**src/design/mskt_pkg.sv**
```systemverilog
// ============================================================================
// mskt_pkg: shared types and constants of the Morse symbol keying timer
// Holds the symbol codes, segment kinds, the queue entry type and state types.
// ============================================================================
package mskt_pkg;

    // Morse text bytes that carry meaning.
    localparam logic [7:0] SYM_DOT   = 8'h2E;
    localparam logic [7:0] SYM_DASH  = 8'h2D;
    localparam logic [7:0] SYM_SPACE = 8'h20;
    localparam logic [7:0] SYM_SLASH = 8'h2F;

    // Register indexes of the configuration port.
    localparam logic CFG_WPM  = 1'b0;
    localparam logic CFG_TONE = 1'b1;

    localparam logic [6:0]  WPM_RESET  = 7'd20;
    localparam logic [11:0] TONE_RESET = 12'd700;

    // Base of the dit length in milliseconds; the dit is this over the speed.
    localparam int DIT_BASE_MS = 1200;
    localparam int DIT_W       = 11;
    localparam int DUR_W       = 14;
    localparam int TONE_W      = 12;
    localparam int WPM_W       = 7;

    typedef enum logic [2:0] {
        KIND_DIT  = 3'd0,
        KIND_DAH  = 3'd1,
        KIND_ELEM = 3'd2,
        KIND_CHAR = 3'd3,
        KIND_WORD = 3'd4
    } seg_kind_t;

    // Pending separator decision carried between bytes.
    typedef enum logic [1:0] {
        PH_NONE  = 2'd0,
        PH_SPACE = 2'd1,
        PH_SLASH = 2'd2
    } space_phase_t;

    // One queue entry: the segments one input byte causes, one or two of them.
    typedef struct packed {
        seg_kind_t kind0;
        seg_kind_t kind1;
        logic      two;
    } seg_job_t;

    typedef enum logic {
        BACK_FIRST  = 1'b0,
        BACK_SECOND = 1'b1
    } back_state_t;

endpackage

```
**src/design/mskt_front.sv**
```systemverilog
// ============================================================================
// mskt_front: symbol classifier
// Accepts Morse text beats, tracks pending separators and queues the segments.
// ============================================================================
module mskt_front (
    input  logic                aclk,
    input  logic                aresetn,
    input  logic                in_valid,
    input  logic [7:0]          in_symbol,
    input  logic                in_last,
    input  logic                q_full,
    output logic                in_ready,
    output logic                q_push,
    output mskt_pkg::seg_job_t  q_job
);
    import mskt_pkg::*;

    space_phase_t phase_reg, phase_next;
    logic         armed_reg, armed_next;
    logic         accept;

    assign in_ready = !q_full;
    assign accept   = in_valid && in_ready;

    always_comb begin
        logic      handle;
        logic      is_space;
        logic      is_slash;
        logic [1:0] cnt;
        seg_kind_t k0;
        seg_kind_t k1;
        seg_kind_t kx;
        logic      put;

        is_space   = (in_symbol == SYM_SPACE);
        is_slash   = (in_symbol == SYM_SLASH);
        handle     = 1'b1;
        phase_next = PH_NONE;
        armed_next = armed_reg;
        cnt        = 2'd0;
        k0         = KIND_CHAR;
        k1         = KIND_CHAR;

        // First possible segment: the resolution of a pending separator.
        put = 1'b0;
        kx  = KIND_CHAR;
        case (phase_reg)
            PH_SPACE: begin
                if (is_slash && !in_last) begin
                    phase_next = PH_SLASH;
                    handle     = 1'b0;
                end else begin
                    put = 1'b1;
                end
            end
            PH_SLASH: begin
                put = 1'b1;
                if (is_space) begin
                    kx     = KIND_WORD;
                    handle = 1'b0;
                end
            end
            default: ;
        endcase
        if (put) begin
            k0  = kx;
            cnt = 2'd1;
        end

        // Then the byte itself.
        if (handle) begin
            put = 1'b0;
            if (armed_reg) begin
                armed_next = 1'b0;
                if (!is_space && !is_slash) begin
                    if (cnt == 2'd0) k0 = KIND_ELEM;
                    else             k1 = KIND_ELEM;
                    cnt = cnt + 2'd1;
                end
            end
            if (in_symbol == SYM_DOT) begin
                put        = 1'b1;
                kx         = KIND_DIT;
                armed_next = !in_last;
            end else if (in_symbol == SYM_DASH) begin
                put        = 1'b1;
                kx         = KIND_DAH;
                armed_next = !in_last;
            end else if (is_space) begin
                if (in_last) begin
                    put = 1'b1;
                    kx  = KIND_CHAR;
                end else begin
                    phase_next = PH_SPACE;
                end
            end else if (!is_slash) begin
                armed_next = !in_last;
            end
            if (put) begin
                if (cnt == 2'd0) k0 = kx;
                else             k1 = kx;
                cnt = cnt + 2'd1;
            end
        end

        if (in_last) begin
            phase_next = PH_NONE;
            armed_next = 1'b0;
        end

        q_job.kind0 = k0;
        q_job.kind1 = k1;
        q_job.two   = (cnt == 2'd2);
        q_push      = accept && (cnt != 2'd0);
    end

    always_ff @(posedge aclk) begin
        if (!aresetn) begin
            phase_reg <= PH_NONE;
            armed_reg <= 1'b0;
        end else if (accept) begin
            phase_reg <= phase_next;
            armed_reg <= armed_next;
        end
    end

endmodule

```
**src/design/mskt_fifo.sv**
```systemverilog
// ============================================================================
// mskt_fifo: two-entry segment queue
// Decouples the classifier from the segment emitter.
// ============================================================================
module mskt_fifo (
    input  logic                aclk,
    input  logic                aresetn,
    input  logic                push,
    input  mskt_pkg::seg_job_t  push_job,
    input  logic                pop,
    output logic                full,
    output logic                head_valid,
    output mskt_pkg::seg_job_t  head_job
);
    import mskt_pkg::*;

    seg_job_t   entry_reg [2];
    logic       wr_ptr_reg;
    logic       rd_ptr_reg;
    logic [1:0] count_reg;

    assign full       = (count_reg == 2'd2);
    assign head_valid = (count_reg != 2'd0);
    assign head_job   = entry_reg[rd_ptr_reg];

    always_ff @(posedge aclk) begin
        if (push) begin
            entry_reg[wr_ptr_reg] <= push_job;
        end
    end

    always_ff @(posedge aclk) begin
        if (!aresetn) begin
            wr_ptr_reg <= 1'b0;
            rd_ptr_reg <= 1'b0;
            count_reg  <= 2'd0;
        end else begin
            if (push) wr_ptr_reg <= !wr_ptr_reg;
            if (pop)  rd_ptr_reg <= !rd_ptr_reg;
            case ({push, pop})
                2'b10:   count_reg <= count_reg + 2'd1;
                2'b01:   count_reg <= count_reg - 2'd1;
                default: count_reg <= count_reg;
            endcase
        end
    end

endmodule

```
**src/design/mskt_back.sv**
```systemverilog
// ============================================================================
// mskt_back: segment emitter
// Turns queued entries into timed keying segments in an output register.
// ============================================================================
module mskt_back (
    input  logic                          aclk,
    input  logic                          aresetn,
    input  logic [mskt_pkg::WPM_W-1:0]    wpm,
    input  logic [mskt_pkg::TONE_W-1:0]   tone_hz,
    input  logic                          head_valid,
    input  mskt_pkg::seg_job_t            head_job,
    output logic                          pop,
    output logic                          out_valid,
    input  logic                          out_ready,
    output mskt_pkg::seg_kind_t           out_kind,
    output logic                          out_tone_on,
    output logic [mskt_pkg::DUR_W-1:0]    out_duration,
    output logic [mskt_pkg::TONE_W-1:0]   out_frequency,
    output logic                          out_run_end
);
    import mskt_pkg::*;

    localparam int WPM_N = 1 << WPM_W;

    // Dit length per speed setting; a speed of zero counts as one.
    logic [DIT_W-1:0] dit_lut [WPM_N];
    for (genvar g = 0; g < WPM_N; g++) begin : g_dit
        localparam int DIT_VAL = DIT_BASE_MS / ((g == 0) ? 1 : g);
        assign dit_lut[g] = DIT_VAL[DIT_W-1:0];
    end

    back_state_t state_reg, state_next;
    logic        load;
    logic        last_seg;
    seg_kind_t   cur_kind;
    logic [DIT_W-1:0] dit;
    logic [DUR_W-1:0] dit_x1, dit_x3, dit_x7;
    logic [DUR_W-1:0] duration;
    logic        tone;

    logic                out_valid_reg;
    seg_kind_t           kind_reg;
    logic                tone_on_reg;
    logic [DUR_W-1:0]    duration_reg;
    logic [TONE_W-1:0]   frequency_reg;
    logic                run_end_reg;

    assign load = head_valid && (!out_valid_reg || out_ready);

    always_comb begin
        state_next = state_reg;
        case (state_reg)
            BACK_FIRST:  if (load && head_job.two) state_next = BACK_SECOND;
            BACK_SECOND: if (load) state_next = BACK_FIRST;
            default:     state_next = BACK_FIRST;
        endcase
    end

    always_comb begin
        case (state_reg)
            BACK_SECOND: begin
                cur_kind = head_job.kind1;
                last_seg = 1'b1;
            end
            default: begin
                cur_kind = head_job.kind0;
                last_seg = !head_job.two;
            end
        endcase
        pop = load && last_seg;
    end

    assign dit    = dit_lut[wpm];
    assign dit_x1 = DUR_W'(dit);
    assign dit_x3 = DUR_W'({dit, 1'b0}) + dit_x1;
    assign dit_x7 = DUR_W'({dit, 3'b000}) - dit_x1;

    always_comb begin
        case (cur_kind)
            KIND_DAH, KIND_CHAR: duration = dit_x3;
            KIND_WORD:           duration = dit_x7;
            default:             duration = dit_x1;
        endcase
        tone = (cur_kind == KIND_DIT) || (cur_kind == KIND_DAH);
    end

    always_ff @(posedge aclk) begin
        if (!aresetn) begin
            state_reg     <= BACK_FIRST;
            out_valid_reg <= 1'b0;
        end else begin
            state_reg <= state_next;
            if (load)           out_valid_reg <= 1'b1;
            else if (out_ready) out_valid_reg <= 1'b0;
        end
    end

    always_ff @(posedge aclk) begin
        if (load) begin
            kind_reg      <= cur_kind;
            tone_on_reg   <= tone;
            duration_reg  <= duration;
            frequency_reg <= tone ? tone_hz : '0;
            run_end_reg   <= last_seg;
        end
    end

    assign out_valid     = out_valid_reg;
    assign out_kind      = kind_reg;
    assign out_tone_on   = tone_on_reg;
    assign out_duration  = duration_reg;
    assign out_frequency = frequency_reg;
    assign out_run_end   = run_end_reg;

endmodule

```
**src/design/morse_symbol_keying_timer.sv**
```systemverilog
// ============================================================================
// morse_symbol_keying_timer: Morse text to keying segment converter
// Turns '.', '-', space and '/' bytes into timed tone and gap segments.
// ============================================================================
// Path: an accepted byte is written into the queue, and its first segment is
// then loaded from the queue head into the output register, raising m_tvalid.
// Throughput: one input byte per cycle while the two-entry queue has room;
// the emitter puts out one segment per cycle while m_tready takes them, so a
// byte with two segments keeps its queue entry until the second is loaded.
// Reset: synchronous, active low; clears the separator state, the queue and
// the output valid, and sets the speed to 20 wpm and the tone to 700 Hz.
module morse_symbol_keying_timer (
    input  logic        aclk,
    input  logic        aresetn,
    // Configuration write port: index 0 words per minute, index 1 tone in Hz.
    input  logic        cfg_we,
    input  logic        cfg_index,
    input  logic [11:0] cfg_wdata,
    // Input stream of Morse text bytes.
    input  logic        s_tvalid,
    output logic        s_tready,
    input  logic [7:0]  s_tdata,   // [7:0] symbol
    input  logic        s_tlast,   // final byte of the string
    // Output stream of keying segments.
    output logic        m_tvalid,
    input  logic        m_tready,
    output logic [31:0] m_tdata,   // [13:0] duration_ms, [25:14] tone_frequency
    output logic [3:0]  m_tuser,   // [2:0] segment_kind, [3] tone_on
    output logic        m_tlast    // run_end: last segment caused by the byte
);
    import mskt_pkg::*;

    // Configuration registers. Writes must arrive only while the block is idle;
    // the user must see to it, not the block. The emitter reads them directly.
    logic [WPM_W-1:0]  wpm_reg;
    logic [TONE_W-1:0] tone_reg;

    always_ff @(posedge aclk) begin
        if (!aresetn) begin
            wpm_reg  <= WPM_RESET;
            tone_reg <= TONE_RESET;
        end else if (cfg_we) begin
            case (cfg_index)
                CFG_WPM:  wpm_reg  <= cfg_wdata[WPM_W-1:0];
                CFG_TONE: tone_reg <= cfg_wdata[TONE_W-1:0];
                default:  ;
            endcase
        end
    end

    // Front: classifies each byte and resolves pending separators. Every
    // byte that causes segments leaves one queue entry with one or two kinds.
    logic      q_full;
    logic      q_push;
    seg_job_t  q_job;

    mskt_front u_front (
        .aclk      (aclk),
        .aresetn   (aresetn),
        .in_valid  (s_tvalid),
        .in_symbol (s_tdata),
        .in_last   (s_tlast),
        .q_full    (q_full),
        .in_ready  (s_tready),
        .q_push    (q_push),
        .q_job     (q_job)
    );

    // Queue between the two halves, so that a stalled master side does not
    // stop the classifier from taking the next byte right away.
    logic      head_valid;
    seg_job_t  head_job;
    logic      pop;

    mskt_fifo u_fifo (
        .aclk       (aclk),
        .aresetn    (aresetn),
        .push       (q_push),
        .push_job   (q_job),
        .pop        (pop),
        .full       (q_full),
        .head_valid (head_valid),
        .head_job   (head_job)
    );

    // Back: times each segment from the dit table and drives the output
    // register; the entry is popped when its last segment is loaded.
    seg_kind_t          out_kind;
    logic               out_tone_on;
    logic [DUR_W-1:0]   out_duration;
    logic [TONE_W-1:0]  out_frequency;

    mskt_back u_back (
        .aclk          (aclk),
        .aresetn       (aresetn),
        .wpm           (wpm_reg),
        .tone_hz       (tone_reg),
        .head_valid    (head_valid),
        .head_job      (head_job),
        .pop           (pop),
        .out_valid     (m_tvalid),
        .out_ready     (m_tready),
        .out_kind      (out_kind),
        .out_tone_on   (out_tone_on),
        .out_duration  (out_duration),
        .out_frequency (out_frequency),
        .out_run_end   (m_tlast)
    );

    assign m_tdata = {6'd0, out_frequency, out_duration};
    assign m_tuser = {out_tone_on, out_kind};

endmodule

```
**config.mk**
```make
export PLATFORM = sky130hd
export DESIGN_NAME = morse_symbol_keying_timer
export DESIGN_NICKNAME = d
export VERILOG_FILES = /design/src/design/mskt_pkg.sv /design/src/design/mskt_front.sv /design/src/design/mskt_fifo.sv /design/src/design/mskt_back.sv /design/src/design/morse_symbol_keying_timer.sv
export SDC_FILE = /design/constraint.sdc
export NUM_CORES = 1
export LEC_CHECK = 0
export BUFFER_PORTS_ARGS = -buffer_cell sky130_fd_sc_hd__buf_4
export CORE_ASPECT_RATIO = 1.1
export CORE_MARGIN = 1
export CORE_UTILIZATION = 50
export CTS_CLUSTER_SIZE = 12
export DETAILED_ROUTE_END_ITERATION = 12
export GPL_ROUTABILITY_DRIVEN = 0
export PLACE_DENSITY = 0.7
export SYNTH_ARGS = -nofsm -noshare
export SYNTH_HDL_FRONTEND = slang
export SYNTH_SLANG_ARGS = --single-unit
```
**constraint.sdc**
```tcl
create_clock -name aclk -period 4.83 [get_ports aclk]
set_input_delay 0.2415 -clock aclk [delete_from_list [all_inputs] [get_ports aclk]]
set_output_delay 0.2415 -clock aclk [all_outputs]
set_load 0.01 [all_outputs]
```
==> run summary <==
Initial Util: 51.53%
yosys warns: 0
hold depth: 3
Post-CTS Resized: 0
crit-path max FO: 11
root buffer cell: clkbuf_16
final setup fails: 0
Die Ht: 110.6 um
antenna violations before repair: 0
ANT cells: 0
average wire per standard cell: 15.91 um
CTS buffer count: 9
top-area cell type share of the netlist area: 25.23%
Via Count: 4477
total setup buffers inserted after CTS: 0
Initial DRC Count: 437
Synth async-reset ratio: 0%
first-pass GRT wire length: 20780 um
crit path DAT: 4.38 ns
largest net degree at the start of global routing: 32
die width: 100.7 um
crit path kind: reg2reg
core box area: 10390 um^2
Synth Instances: 589
antenna viol nets, final: 0
synth-to-layout area growth: 15.21%
fmax: 231.7 MHz
most instantiated cells after synthesis: 77 x nand2_1, 45 x edfxtp_1, 44 x ha_1
IO Count: 66
cell count of the worst reg-to-reg path: 16
Worst setup SP type: flop
number of clock sinks: 74
Synth area leader: edfxtp_1
leakage power: 2.443 nW
minimum clock period after layout: 4.315 ns
top_reg_cell synth: edfxtp_1
Max transition margin: 40.89%
Die ar.: 11130 um^2
sequential element share of the synthesized area: 36.07%
setup_tns: 0 ns
worst-skew pair later-pin latency: 0.33 ns
most frequent cell after synthesis: nand2_1
Post-CTS Hold Buffers: 0
GRT Util Overall: 23.71%
largest cells by area after synthesis: edfxtp_1 25%, dfxtp_1 11%, ha_1 10%
Worst-path clk slew: 0.06 ns
Post-synth EDFFs: 45
final hold vios: 0
share of layout cells above drive strength 1: 16.56%
Max Cap Viol: 0
unrepaired setup endpoints after global routing: false
status: complete, no violations
Max VDD drop: 0.2324 mV
DP HPWL: 9358 um
final instance area: 6171 um^2
max-slew violation count: 0
I/O Buffers: 59
worst-margin pin slew: 0.8854 ns
CTS H-tree lvls: 3
PD cells: 364.6 nW/um^2
Tcrit/Tclk final: 89.34%
num rows: 39
Detailed Route WL: 12550 um
CTS tree: yes
Setup Skew: 0.009196 ns
First-pass DRT Iterations: 5
flops & latches, synth: 74
min-delay worst type: in2reg
placed inst area: 5854 um^2
post-synthesis cell type count: 74
clock buffer depth: 2
CP endpoint kind: flop
vias in the first global route: 4278
Residual DRC: 0
final net count: 713
Mapped Area: 5356 um^2
WP data required: 4.90 ns
Via density: 5.674
Mean Syn Cell Area: 9.094 um^2
GR Overflow Total: 0
## final cells by class
type	instances	area [um^2]
sequential	74	1932
inverter	30	117.6
multi-input combinational	458	3115
timing repair buffer	68	510.5
fill	933	4223
tap	143	178.9
clock inverter	7	91.34
clock buffer	9	225.2
## worst paths after layout
path / startpoint / end / slack [ns]
setup reg to reg: wpm_reg[1] / u_back.out_duration[11] / 0.51
setup / recovery: wpm_reg[1] / u_back.out_duration[11] / 0.51
hold / removal: cfg_wdata[9] / tone_reg[9] / 0.12
hold reg to reg: tone_reg[0] / tone_reg[0] / 0.46
## power by group
| part | total (mW) | switching [mW] | internal, mW | leakage [nW] |
|---|---|---|---|---|
| clock | 0.716 | 0.264 | 0.451 | 0.157 |
| combinational | 0.709 | 0.400 | 0.309 | 1.63 |
| sequential | 0.825 | 0.0454 | 0.779 | 0.651 |
## worst max-delay path: stages, from the launching register on
cell	delay (ns)
dfxtp_1	0.53
inv_1	0.21
ha_1	0.35
or3_2	0.45
a21oi_1	0.18
o221a_1	0.19
or4_1	0.34
ha_1	0.23
inv_1	0.05
fa_1	0.37
nand2b_1	0.19
a21oi_1	0.28
o221a_2	0.27
a311oi_1	0.11
xnor2_1	0.14
nand2_1	0.07
o21ai_0	0.08
## through the flow
stage	utilization, %	hold WS (ns)	total power, mW	worst slack [ns]	instances
finish	59.37	0.1224	2.250	0.5148	789
detailed placement	56.33	0.4554	1.544	0.5335	773
floorplan	-	0.3657	1.322	1.084	596
global route	59.37	0.1201	2.373	0.1111	789
CTS	59.37	0.1158	2.265	0.5322	789
global placement	56.33	0.4437	1.530	0.6676	773
## per-layer routing
layer  track usage (%)  share of wire [%]  up-vias
li1                  -                  -     2229
met1             30.74                 44     2074
met5                 0                  0        -
met3             4.620                5.4       19
met2             38.86                 49      155
met4             8.792                1.9        0
## kinds of logic after synthesis
group,Yosys count,synth area share [%]
AO/OA/AOI/OAI,150,19.41
XOR/XNOR,20,3.270
adder cells (fa/ha/maj),45,10.65
buffers and inverters,64,6.307
flip-flops,74,36.07
multiplexers,17,3.924
other,1,0.07001
AND/OR/NAND/NOR,218,20.30
## placed cells by master (no fill, tap or decap), types with 5 or more instances in the layout
cell,netlist,final
dfxtp_1,29,29
xor2_1,7,7
a221oi_1,5,5
conb_1,1,8
nor2b_1,14,14
edfxtp_1,45,45
a21oi_1,31,31
o21a_1,7,7
nand2_1,77,77
inv_1,29,29
clkbuf_16,0,9
or3_1,5,5
nand3_1,19,19
a21boi_0,15,15
a31oi_1,6,6
o22ai_1,6,6
ha_1,44,44
nor2_1,34,33
and2_1,17,17
xnor2_1,13,13
nand2b_1,14,14
mux2i_1,12,12
nor3_1,14,14
a211oi_1,7,7
buf_4,8,68
o21ai_0,30,30
(Power assumes the default switching activity.)
